<file path="config.mk">
export PLATFORM = sky130hd
export DESIGN_NAME = ccrng_ctrl
export DESIGN_NICKNAME = d
export VERILOG_FILES = /design/src/design/ccrng_pkg.sv /design/src/design/ccrng_ctrl.sv
export SDC_FILE = /design/constraint.sdc
export NUM_CORES = 1
export LEC_CHECK = 0
export BUFFER_PORTS_ARGS = -buffer_cell sky130_fd_sc_hd__buf_4
export CORE_ASPECT_RATIO = 0.8
export CORE_MARGIN = 8
export CORE_UTILIZATION = 50
export DETAILED_ROUTE_END_ITERATION = 10
export PLACE_DENSITY = 0.76
export SLEW_MARGIN = 20
export SYNTH_ARGS = -nofsm -noshare
export SYNTH_HDL_FRONTEND = slang
export SYNTH_SLANG_ARGS = --single-unit
</file>
<file path="constraint.sdc">
create_clock -name clk -period 1.95 [get_ports clk]
set_clock_uncertainty 0.1 [all_clocks]
set_input_delay 0.0975 -clock clk [delete_from_list [all_inputs] [get_ports clk]]
set_output_delay 0.0975 -clock clk [all_outputs]
set_load 0.05 [all_outputs]
</file>
<file path="src/design/ccrng_pkg.sv">
// ----------------------------------------------------------------------------
// ccrng_pkg
// Shared types, constants and helpers for the buffered ChaCha random generator.
// ----------------------------------------------------------------------------
package ccrng_pkg;

  localparam int BUFFER_BLOCKS = 16;
  localparam int CHACHA_ROUNDS = 20;
  localparam int MAX_BYTES_PER_REQUEST = 64;

  // odd round counts run as whole double rounds
  localparam int ROUND_CNT = ((CHACHA_ROUNDS + 1) / 2) * 2;
  localparam int BLOCK_BYTES = 64;
  localparam int KEY_BYTES = 32;
  localparam int NONCE_BYTES = 8;
  localparam int STORE_BYTES = BUFFER_BLOCKS * BLOCK_BYTES;
  localparam int FRESH_BYTES = STORE_BYTES - KEY_BYTES - NONCE_BYTES;
  localparam int NUM_REGS = 5;

  localparam int POS_W = $clog2(STORE_BYTES);
  localparam int LEFT_W = POS_W + 1;
  localparam int WADDR_W = POS_W - 2;
  localparam int BLK_W = $clog2(BUFFER_BLOCKS);
  localparam int RND_W = $clog2(ROUND_CNT);
  localparam int CNT_W = 7;
  localparam int CFG_IDX_W = 3;
  localparam int CFG_DATA_W = 64;

  localparam logic [0:0] OP_WORD = 1'b0;
  localparam logic [0:0] OP_BYTES = 1'b1;

  localparam logic [CFG_IDX_W-1:0] REG_KEY0 = 3'd0;
  localparam logic [CFG_IDX_W-1:0] REG_KEY1 = 3'd1;
  localparam logic [CFG_IDX_W-1:0] REG_KEY2 = 3'd2;
  localparam logic [CFG_IDX_W-1:0] REG_KEY3 = 3'd3;
  localparam logic [CFG_IDX_W-1:0] REG_NONCE = 3'd4;

  localparam logic [31:0] SIGMA0 = 32'h61707865;
  localparam logic [31:0] SIGMA1 = 32'h3320646e;
  localparam logic [31:0] SIGMA2 = 32'h79622d32;
  localparam logic [31:0] SIGMA3 = 32'h6b206574;

  typedef struct packed {
    logic [0:0] opcode;
    logic [CNT_W-1:0] byte_count;
  } req_t;

  typedef struct packed {
    logic [31:0] value;
    logic last;
  } result_t;

  // controller -> datapath
  typedef struct packed {
    logic x_load;
    logic x_round;
    logic [1:0] step;
    logic diag;
    logic st_write;
    logic [BLK_W-1:0] blk;
    logic [3:0] widx;
    logic commit;
    logic rd_issue;
    logic rd_take;
    logic op_byte;
    logic emit;
    logic last;
  } cmd_t;

  // datapath -> controller
  typedef struct packed {
    logic left_zero;
    logic left_lt4;
  } status_t;

  function automatic logic [31:0] rotl32(input logic [31:0] v, input int s);
    return (v << s) | (v >> (32 - s));
  endfunction

endpackage

</file>
<file path="src/design/ccrng_ctrl.sv">
// ----------------------------------------------------------------------------
// ccrng_ctrl
// Sequencer: request decode, rekey block/round/word counters, byte reads.
// ----------------------------------------------------------------------------
module ccrng_ctrl import ccrng_pkg::*; (
  input  logic    clk,
  input  logic    rst,
  input  logic    start,
  input  req_t    req,
  input  status_t status,
  output logic    busy,
  output cmd_t    cmd
);

  typedef enum logic [6:0] {
    IDLE      = 7'b0000001,
    RK_INIT   = 7'b0000010,
    RK_ROUND  = 7'b0000100,
    RK_WRITE  = 7'b0001000,
    RK_COMMIT = 7'b0010000,
    RD_ADDR   = 7'b0100000,
    RD_DATA   = 7'b1000000
  } state_t;

  state_t state, state_next;
  logic [1:0] step;
  logic [RND_W-1:0] round;
  logic [BLK_W-1:0] blk;
  logic [3:0] widx;
  logic op_byte;
  logic [CNT_W-1:0] total, cnt, cnt_next;
  logic [CNT_W-1:0] req_n;

  localparam logic [RND_W-1:0] LAST_ROUND = RND_W'(ROUND_CNT - 1);
  localparam logic [BLK_W-1:0] LAST_BLK = BLK_W'(BUFFER_BLOCKS - 1);
  localparam logic [CNT_W-1:0] MAX_N = CNT_W'(MAX_BYTES_PER_REQUEST);

  assign busy = (state != IDLE);
  assign cnt_next = cnt + 1'b1;
  assign req_n = (req.byte_count > MAX_N) ? MAX_N : req.byte_count;

  always_comb begin
    state_next = state;
    case (state)
      IDLE: begin
        if (start) begin
          if (req.opcode == OP_WORD) begin
            state_next = status.left_lt4 ? RK_INIT : RD_ADDR;
          end else if (req_n != '0) begin
            state_next = status.left_zero ? RK_INIT : RD_ADDR;
          end
        end
      end
      RK_INIT: state_next = RK_ROUND;
      RK_ROUND: begin
        if (step == 2'd3 && round == LAST_ROUND) state_next = RK_WRITE;
      end
      RK_WRITE: begin
        if (widx == 4'd15) state_next = (blk == LAST_BLK) ? RK_COMMIT : RK_INIT;
      end
      RK_COMMIT: state_next = (cnt != total) ? RD_ADDR : IDLE;
      RD_ADDR: state_next = RD_DATA;
      RD_DATA: begin
        if (op_byte && status.left_zero) state_next = RK_INIT;
        else if (cnt_next == total) state_next = IDLE;
        else state_next = RD_ADDR;
      end
      default: state_next = IDLE;
    endcase
  end

  always_ff @(posedge clk) begin
    if (rst) begin
      state <= IDLE;
      step <= '0;
      round <= '0;
      blk <= '0;
      widx <= '0;
      op_byte <= 1'b0;
      total <= '0;
      cnt <= '0;
    end else begin
      state <= state_next;
      case (state)
        IDLE: begin
          if (start) begin
            op_byte <= (req.opcode == OP_BYTES);
            total <= (req.opcode == OP_WORD) ? CNT_W'(4) : req_n;
            cnt <= '0;
            blk <= '0;
          end
        end
        RK_INIT: begin
          step <= '0;
          round <= '0;
          widx <= '0;
        end
        RK_ROUND: begin
          step <= step + 1'b1;
          if (step == 2'd3) round <= round + 1'b1;
        end
        RK_WRITE: begin
          widx <= widx + 1'b1;
          if (widx == 4'd15) blk <= blk + 1'b1;
        end
        RK_COMMIT: blk <= '0;
        RD_DATA: begin
          cnt <= cnt_next;
          blk <= '0;
        end
        default: ;
      endcase
    end
  end

  always_comb begin
    cmd = '0;
    cmd.x_load = (state == RK_INIT);
    cmd.x_round = (state == RK_ROUND);
    cmd.step = step;
    cmd.diag = round[0];
    cmd.st_write = (state == RK_WRITE);
    cmd.blk = blk;
    cmd.widx = widx;
    cmd.commit = (state == RK_COMMIT);
    cmd.rd_issue = (state == RD_ADDR);
    cmd.rd_take = (state == RD_DATA);
    cmd.op_byte = op_byte;
    cmd.emit = (state == RD_DATA) && (op_byte || cnt_next == total);
    cmd.last = (cnt_next == total);
  end

endmodule

</file>
==> results of run 1 <==
## metrics by stage
step	setup slack, ps	TNS (ps)	util (%)
floorplan	-149.8	-582.3	-
global placement	-57.99	-75.39	65.84
detailed placement	-31.24	-87.60	65.84
CTS	-173.2	-1091	74.60
global route	-266.9	-1711	78.39
finish	-180.4	-864.8	78.39
## worst min-delay path by stage
stage | to | slack (ps) | cells past startpoint
after floorplan | total[2]$_SDFFE_PP0P_ | 110 | 1
after global placement | total[2]$_SDFFE_PP0P_ | 260 | 2
after detailed placement | total[2]$_SDFFE_PP0P_ | 270 | 2
after CTS | total[6]$_SDFFE_PP0P_ | 9 | 3
after global routing | total[6]$_SDFFE_PP0P_ | 30 | 3
final | total[6]$_SDFFE_PP0P_ | 10 | 3
## power groups by stage
stage / Clock, mW / Combinational, mW / Sequential (mW)
after floorplan: 0 / 0.465 / 0.845
final: 0.538 / 0.962 / 0.849
after CTS: 0.548 / 0.834 / 0.836
after global placement: 0 / 0.769 / 0.847
after detailed placement: 0 / 0.773 / 0.848
after global routing: 0.578 / 1.01 / 0.851
## kinds of logic after synthesis
kind of cell | share of synthesized area [%]
xor gates and xnor gates | 7.554
buffers and inverters | 5.816
adders and majority gates | 2.998
AOI/OAI and AO/OA | 18.11
DFF | 35.49
and+or+nand+nor | 28.96
muxes | 1.079
## area by class of cell
type	count	area [um^2]
multi-input cells	198	1469
fillers	258	885.9
repair buffers	90	765.7
flip-flops and latches	37	762.0
clock buffers	6	72.57
well taps	57	71.32
inverters	12	58.81
clock inverters	2	13.76
## flip-flops by register name, summed over array words and instances, names as in the netlist
| name | flops |
|---|---|
| widx | 4 |
| op_byte | 1 |
| round | 5 |
| step | 2 |
| blk | 4 |
| state | 7 |
| total | 7 |
| cnt | 7 |
## per-layer routing
layer	track usage (%)	vias to the layer above	part of all wire [%]
li1	-	1109	-
met1	26.93	1119	44
met2	31.27	109	47
met4	5.607	0	2.2
met3	4.134	20	6.7
met5	0	-	0
## synth_stat cells, types with 3 or more instances
master	count
a31oi_1	3
and3_1	5
buf_4	3
nor2_1	21
o21ai_0	7
or3_1	3
nand3b_1	4
nor3b_1	3
dfxtp_1	37
xor2_1	10
clkbuf_1	7
xnor2_1	8
nor3_1	15
nand3_1	20
ha_1	5
nor4_1	5
a311oi_1	3
inv_1	10
nand2_1	24
nand4_1	6
nor2b_1	3
a21oi_1	24
## worst reg2reg max path: stages (launching register included)
cell	delay [ps]
dfxtp_2	330
or4_4	570
or3_4	410
buf_6	160
a21oi_4	150
nand3_2	90
a211oi_2	210
## repair_timing
action                     CTS  global route
gates resized for setup     25            36
setup endpoints to repair   10            34
hold buffers                 7             0
pin swaps                   11            18
buffers inserted            12             2
hold endpoints to repair     6             0
==> impl_results.md, run 1 <==
* Routed WL per cell at around 18 um
* DRT Pass-1 Iters at 5
* Ports at 34
* Internal power component at roughly 1.5 mW
* Clk buf depth at 2
* Largest delay share family, worst path: simple AND/OR/NAND/NOR gates
* Net count after synthesis at about 280
* Register-to-Register Setup Slack at -140 ps
* Final setup fails at 14
* Critical path depth at 5
* First-pass GRT wire length at slightly above 10 mm
* Clock share of power at about 23%
* Worst setup SP type: flip-flop
* Seq/Total Area, Yosys at roughly 35%
* Crit path cell chain: or4_4 -> or3_4 -> inv_12 -> o21a_4 -> buf_8
* Final WS setup at -180.4 ps
* Library cells used by synthesis at 51
* Switch share at a little under two fifths
* WS Path Type: reg2out
* WP buf/inv at 2
* Num CTS Buffers at 5
* Antenna violations before repair at 0
* Cell Pwr Density at around 730 nW/um^2
* Unrepaired setup endpoints after global routing: true
* Total Nets Final at approximately 360
* Row cnt at 21
* Post-synth EDFFs at 0
* Slew margin rel. at a little over three fifths
* Area Overhead vs Synth at 53.96%
* Logic gate share of total power at about two fifths
* Root Driver: clkbuf_8
* Skew-Pair Late Insertion Delay at around 290 ps
* Register bit total from synthesis at 37
* Slew Limit Fails at 0
* Power Total at roughly 2.3 mW
* Clk sinks at 37
* Final HPWL DP at 4.355 mm
* CTS tree: built
* Grt ovf at 0
* H-tree depth at 2
* Post-route non-filler standard cell count at approximately 400
* Tcrit/Tclk final at 109.2%
* Most frequent cells in the layout: buf_4, dfxtp_1, nand2_1
* Lkg Pwr at about 1.3 nW
* Antenna Nets Post-Route at 0
* Top_reg_cell synth: dfxtp_1
* Pin count of the biggest net entering global routing at 35
* Final worst path period need at ~2100 ps
* Synthesis Warnings at 0
* Seq pwr share at between 30% and 40%
* Vias in the first global route at 2150
* Worst path arrival time at approximately 1900 ps
* Vias per cell at roughly 6
* Worst-Margin Slew at between 500 and 600 ps
* CP Data Required Time at 1750 ps
* Post-Route WL at between 7 and 8 mm
* NetSw at 892.1 uW
* Placed cells at 376
* Ranking of synthesized cells by area: dfxtp_1, a21oi_1, nand3_1, nand2_1, xor2_1
* # diodes at 0
* DRT iter0 DRCs at approximately 270
* Worst r2r path cells at 6
* Port bufs at 33
* Initial core utilization at 50.92%
* Die Y at about 74 um
* Gr usage total at approximately a fifth
* Vias at about 2400
* Synth async-reset ratio at 0%
* Mapped Cells at approximately 260
* Netlist Area Pre-Place at between 2000 and 2500 um^2
* Hold Path Class: in2reg
* Hold slack at approximately 12 ps
* Highest clock rate at roughly 470 MHz
* Status: finished, violations left
* Mean Syn Cell Area at about 8 um^2
* Max VDD drop at ~0.65 mV
* Core area at 4099 um^2
* Commonest non-fill, non-tap cell in the layout: buf_4
* Crit-path max FO at 4
* Design Area, Final at ~3200 um^2
* Slowest cell on the critical path: or4_4
* Layout cells sized above 1 at a little over two fifths
* Die ar. at approximately 6500 um^2
* Fin. Hold Viols at 0
* Area leader, netlist: dfxtp_1
* GPL Wtd Cong at 0.9025
* R2R Path Start: state[5]$_SDFFE_PP0P_
* Die Wd at just under 90 um
* Reg2reg end: state[5]$_SDFFE_PP0P_
* CTS clk-pin slew, worst paths at 80 ps
* Critical path launch point: state[5]$_SDFFE_PP0P_
* Placed cell area at ~2700 um^2
* Hold path startpoint: req[6]
* Share of the synthesized area in the top cell type at 35.49%
* Worst Setup EP: cmd[1]
* MaxCap Viol Count at 0
* DRC Markers at 0
* Setup crit end kind: output pin
* Largest stage delay on the critical path at between 500 and 600 ps
* Failing checks: setup timing
No activity file was read; power rests on OpenSTA's default activity.
==> run 2: changes to the inputs <==
Settings changed: GPL_TIMING_DRIVEN set to 0.
==> impl_results.md, run 2 (same netlist as run 1, synthesis figures left out) <==
* DR WL met3 at 909 um (+89%)
* Hold Crit Depth at 4 (+1)
* Cell Pwr Density at 768.1 nW/um^2 (+5.0%)
* H-tree depth at 2 (unchanged)
* Highest clock rate at 453.3 MHz (-3.4%)
* Largest delay share family, worst path: XOR/XNOR gates
* Commonest non-fill, non-tap cell in the layout: buf_4
* GPL Wtd Cong at 0.8501 (-5.8%)
* Fill count at 233 (-9.7%)
* DR top layer: met4
* Die Y at 73.79 um (unchanged)
* Internal power component at 1.592 mW (+9.2%)
* Ports at 34 (unchanged)
* WP buf/inv at 1 (-1)
* # diodes at 0 (unchanged)
* Worst setup SP type: flip-flop
* Post-Route WL at 8.140 mm (+13%)
* Area of the multi-input gates at 1494 um^2 (+1.7%)
* Seq pwr share at 34.3% (-1.8 points)
* Final worst path period need at 2206 ps (+75.61 ps)
* Final setup fails at 28 (+14)
* Unrepaired setup endpoints after global routing: true
* Register-to-Register Setup Slack at -220 ps (-80 ps)
* Port bufs at 32 (-3.0%)
* Post-route non-filler standard cell count at 400 (-0.50%)
* Die Wd at 88.23 um (unchanged)
* Register area at 772.0 um^2 (+1.3%)
* Routed WL per cell at 20.35 um (+14%)
* Slew margin rel. at 53.50% (-9.3 points)
* Util after Layout at 80.40% (+2.0 points)
* Vias per cell at 6.305 (+7.5%)
* Largest stage delay on the critical path at 400 ps (-170 ps)
* NetSw at 939.6 uW (+5.3%)
* R2R Path Start: state[3]$_SDFFE_PP0P_
* Power Total at 2.531 mW (+7.7%)
* Core area at 4099 um^2 (unchanged)
* Clk sinks at 37 (unchanged)
* Metal2 WL at 3.656 mm (+9.3%)
* Crit-path max FO at 3 (-1)
* Grt ovf at 0 (unchanged)
* Logic gate share of total power at 38.8% (-2.2 points)
* Failing checks: setup timing
* Root Driver: clkbuf_8
* Die ar. at 6510 um^2 (unchanged)
* DRC Markers at 0 (unchanged)
* Placed cells at 350 (-6.9%)
* Skew-Pair Late Insertion Delay at 300 ps (about the same)
* Place WS at -286.5 ps (-255.3 ps)
* Row cnt at 21 (unchanged)
* DRT Pass-1 Iters at 5 (unchanged)
* Antenna violations before repair at 0 (unchanged)
* Clock share of power at 27.0% (+4.1 points)
* Met1 Routed Length at 3.206 mm (+0.53%)
* Fin. Hold Viols at 0 (unchanged)
* Pin count of the biggest net entering global routing at 13 (-63%)
* Most frequent cells in the layout: buf_4, dfxtp_1, nand2_1
* Max VDD drop at 0.5712 mV (-12%)
* Worst path arrival time at 2010 ps (+80 ps)
* MaxCap Viol Count at 0 (unchanged)
* Crit path cell chain: xor2_1 -> xor2_1 -> o211ai_1 -> a21oi_4 -> o21a_4 -> buf_8
* Antenna Nets Post-Route at 0 (unchanged)
* Vias in the first global route at 2121 (-1.3%)
* Lkg Pwr at 1.318 nW (+2.9%)
* Num CTS Buffers at 5 (unchanged)
* Hold Path Class: in2reg
* Regs by FF count: cnt (7), state (7), total (7)
* Vias at 2522 (+7.0%)
* Gr usage total at 20.51% (+0.47 points)
* Tcrit/Tclk final at 113.1% (+3.9 points)
* Reg2reg end: state[5]$_SDFFE_PP0P_
* Top cell by count, worst path: xor2_1
* Clk buf depth at 2 (unchanged)
* Slew Limit Fails at 0 (unchanged)
* CP Data Required Time at 1750 ps (about the same)
* Total Nets Final at 360 (-0.55%)
* Hold slack at 62.83 ps (+51.31 ps)
* Slowest cell on the critical path: xor2_1
* Initial core utilization at 50.92% (unchanged)
* Area Overhead vs Synth at 57.91%
* Hold EP: state[5]$_SDFFE_PP0P_
* DRT iter0 DRCs at 271 (-0.37%)
* WS Path Type: reg2out
* CTS clk-pin slew, worst paths at 80 ps (about the same)
* Worst r2r path cells at 6 (unchanged)
* Final WS setup at -256.0 ps (-75.61 ps)
* Layout cells sized above 1 at 42.57% (+0.83 points)
* Worst-Margin Slew at 697.5 ps (+143.9 ps)
* CTS tree: built
* Hold path startpoint: status[1]
* Final HPWL DP at 4.065 mm (-6.7%)
* Switch share at 37.12% (-0.85 points)
* Status: finished, violations left
* Setup crit end kind: output pin
* First-pass GRT wire length at 10.33 mm (+1.6%)
run 2: worst min-delay path: stages:
cell and delay, ps:
buf_4 120, a21oi_4 70, nand3_2 70, a211oi_2 60
run 2: worst max path at each step:
stage	from	cells past startpoint	end	slack, ps
2_1_floorplan	state[1]$_SDFFE_PP0P_	7	state[5]$_SDFFE_PP0P_	-150
3_3_place_gp	state[6]$_SDFFE_PP0P_	5	state[5]$_SDFFE_PP0P_	-300
3_5_place_dp	state[4]$_SDFFE_PP0P_	6	blk[3]$_SDFFE_PP0P_	-290
4_1_cts	state[3]$_SDFFE_PP0P_	6	cmd[1]	-210
5_1_grt	cnt[6]$_SDFFE_PP0P_	6	cmd[1]	-320
6_report	cnt[6]$_SDFFE_PP0P_	6	cmd[1]	-260
run 2: per-stage QoR:
step	instance area, um^2	setup TNS (ps)
2_1_floorplan	2162	-582.3
3_3_place_gp	2474	-2943
3_5_place_dp	2474	-3496
4_1_cts	2887	-1115
5_1_grt	3296	-5603
6_report	3296	-2571
run 2: final cells by class:
type / count / area share (%)
multi-input combinational: 198 / 45.33
sequential: 37 / 23.42
timing repair buffer: 77 / 21.34
buffer: 11 / 2.582
clock buffer: 6 / 2.202
tap: 57 / 2.164
inverter: 12 / 1.784
clock inverter: 2 / 1.177
run 2: repair_timing:
item / in CTS / in global routing
setup endpoints to repair: 38 / 30
setup buffers: 14 / 23
hold endpoints to repair: 8 / 0
gates resized for setup: 34 / 58
hold buffers: 8 / 0
pin swaps: 14 / 33
run 2: power groups by stage:
| stage | Clock [mW] | Sequential (mW) | Combinational [mW] |
|---|---|---|---|
| CTS | 0.678 | 0.854 | 0.698 |
| finish | 0.683 | 0.867 | 0.981 |
| detailed placement | 0 | 0.859 | 0.616 |
| global placement | 0 | 0.858 | 0.611 |
| global route | 0.711 | 0.867 | 1.04 |
| floorplan | 0 | 0.845 | 0.465 |
run 2: routing by layer:
metal  global-route usage [%]  vias up
met5                        0        -
met2                    31.27      183
li1                         -     1103
met4                    8.411        0
met3                    5.922       42
met1                    26.23     1194
==> run 3: changes to the inputs <==
Settings changed: CORE_UTILIZATION 50 to 56, PLACE_DENSITY 0.76 to unset, PLACE_DENSITY_LB_ADDON set to 0.25.
Clock period 1.95 ns to 2.13 ns, I/O delays scaled along.
==> impl_results.md, run 3 (same netlist as run 1, synthesis figures left out) <==
* Worst-Margin Slew at 617.2 ps (-80.35 ps)
* H-tree depth at 2 (unchanged)
* CP Data Required Time at 1920 ps (+170 ps)
* First-pass GRT wire length at 10.87 mm (+5.3%)
* Layout cells sized above 1 at 29.94% (-13 points)
* Vias at 2220 (-12%)
* Status: finished, violations left
* Power Total at 2.057 mW (-19%)
* Antenna violations before repair at 0 (unchanged)
* Max VDD drop at 0.4639 mV (-19%)
* Post-Route WL at 6.567 mm (-19%)
* WP buf/inv at 1 (unchanged)
* Worst setup SP type: flip-flop
* Fin. Hold Viols at 0 (unchanged)
* Slew Limit Fails at 0 (unchanged)
* Regs by FF count: cnt (7), state (7), total (7)
* Vias in the first global route at 2237 (+5.5%)
* Setup crit end kind: output pin
* Die Y at 70.60 um (-4.3%)
* Total Nets Final at 341 (-5.3%)
* Num CTS Buffers at 5 (unchanged)
* Clk sinks at 37 (unchanged)
* Antenna Nets Post-Route at 0 (unchanged)
* Vias per cell at 6.033 (-4.3%)
* GPL Wtd Cong at 0.9092 (+7.0%)
* WS Path Type: reg2out
* Design Area, Final at 2850 um^2 (-14%)
* R2R Path Start: state[5]$_SDFFE_PP0P_
* Routed WL per cell at 17.85 um (-12%)
* Failing checks: setup timing
* DRC Markers at 0 (unchanged)
* Row cnt at 20 (-4.8%)
* # diodes at 0 (unchanged)
* Port bufs at 32 (unchanged)
* Lkg Pwr at 1.135 nW (-14%)
* Core area at 3679 um^2 (-10%)
* Hold Path Class: in2reg
* Area Overhead vs Synth at 36.57%
* Hold path startpoint: status[1]
* DRT iter0 DRCs at 207 (-24%)
* Worst path arrival time at 1980 ps (-30 ps)
* Clk buf depth at 2 (unchanged)
* Crit path cell chain: nand3_4 -> o21a_1 -> or4_4 -> a21oi_4 -> o21a_4 -> buf_8
* Placed cell area at 2431 um^2 (-1.7%)
* Placed cells at 337 (-3.7%)
* Die ar. at 5948 um^2 (-8.6%)
* CTS clk-pin slew, worst paths at 70 ps (about the same)
* Final HPWL DP at 4.084 mm (+0.47%)
* Die Wd at 84.26 um (-4.5%)
* Tcrit/Tclk final at 102.6%
* Initial core utilization at 56.73% (+5.8 points)
* Highest clock rate at between 400 and 500 MHz
* Final WS setup at -56.44 ps (+199.5 ps)
* Largest delay share family, worst path: simple AND/OR/NAND/NOR gates
* Unrepaired setup endpoints after global routing: true
* Crit-path max FO at 5 (+2)
* MaxCap Viol Count at 0 (unchanged)
* Final setup fails at 4 (-86%)
* CTS tree: built
* Most frequent cells in the layout: buf_4, dfxtp_1, nand2_1
* Grt ovf at 0 (unchanged)
* Root Driver: clkbuf_8
* Largest stage delay on the critical path at 540 ps (+140 ps)
* Slowest cell on the critical path: or4_4
* Cell Pwr Density at 721.7 nW/um^2 (-6.0%)
* Critical path launch point: cnt[0]$_SDFFE_PP0P_
* Final worst path period need at ~2200 ps
* Post-route non-filler standard cell count at 368 (-8.0%)
* Slew margin rel. at 58.85% (+5.4 points)
* DRT Pass-1 Iters at 4 (-1)
* Gr usage total at 22.45% (+1.9 points)
* Skew-Pair Late Insertion Delay at 300 ps (about the same)
* Pin count of the biggest net entering global routing at 13 (unchanged)
* Ports at 34 (unchanged)
* Commonest non-fill, non-tap cell in the layout: buf_4
## run 3: worst min-delay path, cell delays in order
cell      delay (ps)
buf_4            120
a21oi_4           70
nand3_1          100
a211oi_2          60
## run 3: through the flow
stage,TNS (ps),utilization [%],hold WS (ps),setup WS (ps)
global placement,-574.7,66.09,275.2,-101.4
finish,-90.98,77.48,109.2,-56.44
global route,-368.3,77.48,115.4,-128.9
floorplan,-5.263,-,115.3,-5.263
CTS,-46.67,76.09,94.16,-25.35
detailed placement,-654.4,66.09,281.8,-90.95
## run 3: cell type report
class                           instances  area (um^2)
Clock buffer                            6        72.57
Timing Repair Buffer                   56        451.7
Clock inverter                          2        38.79
Sequential cell                        37        772.0
Multi-Input combinational cell        198         1333
Inverter                               12        52.55
Buffer                                 13        75.07
Fill cell                             258        828.3
Tap cell                               44        55.05
## run 3: where the power goes
part / leakage, nW / internal, mW / total [mW] / switching (mW)
combinational: 0.773 / 0.246 / 0.663 / 0.417
clock: 0.0554 / 0.352 / 0.619 / 0.267
sequential: 0.306 / 0.721 / 0.775 / 0.0540
## run 3: worst paths after layout
kind	end	slack, ps	cells past startpoint
min reg2reg	total[6]$_SDFFE_PP0P_	380	2
min	state[5]$_SDFFE_PP0P_	110	4
max	cmd[1]	-60	6
max reg2reg	state[5]$_SDFFE_PP0P_	-20	7
## run 3: routing by layer
| layer | track usage [%] | wire (um) | share of wire [%] | up-vias |
|---|---|---|---|---|
| met4 | 7.266 | 104 | 1.6 | 0 |
| met1 | 27.85 | 2888 | 44 | 1047 |
| met2 | 35.82 | 2982 | 45 | 95 |
| li1 | - | - | - | 1069 |
| met5 | 0 | 0 | 0 | - |
| met3 | 7.339 | 592 | 9.0 | 9 |
## run 3: what timing repair did
action	4_1_cts	5_1_grt
pin swaps	7	6
setup buffers	14	2
gates cloned	0	0
resized for setup	22	14
endpoints found under the hold margin	7	0
setup endpoints to repair	19	23
hold buffers	8	0
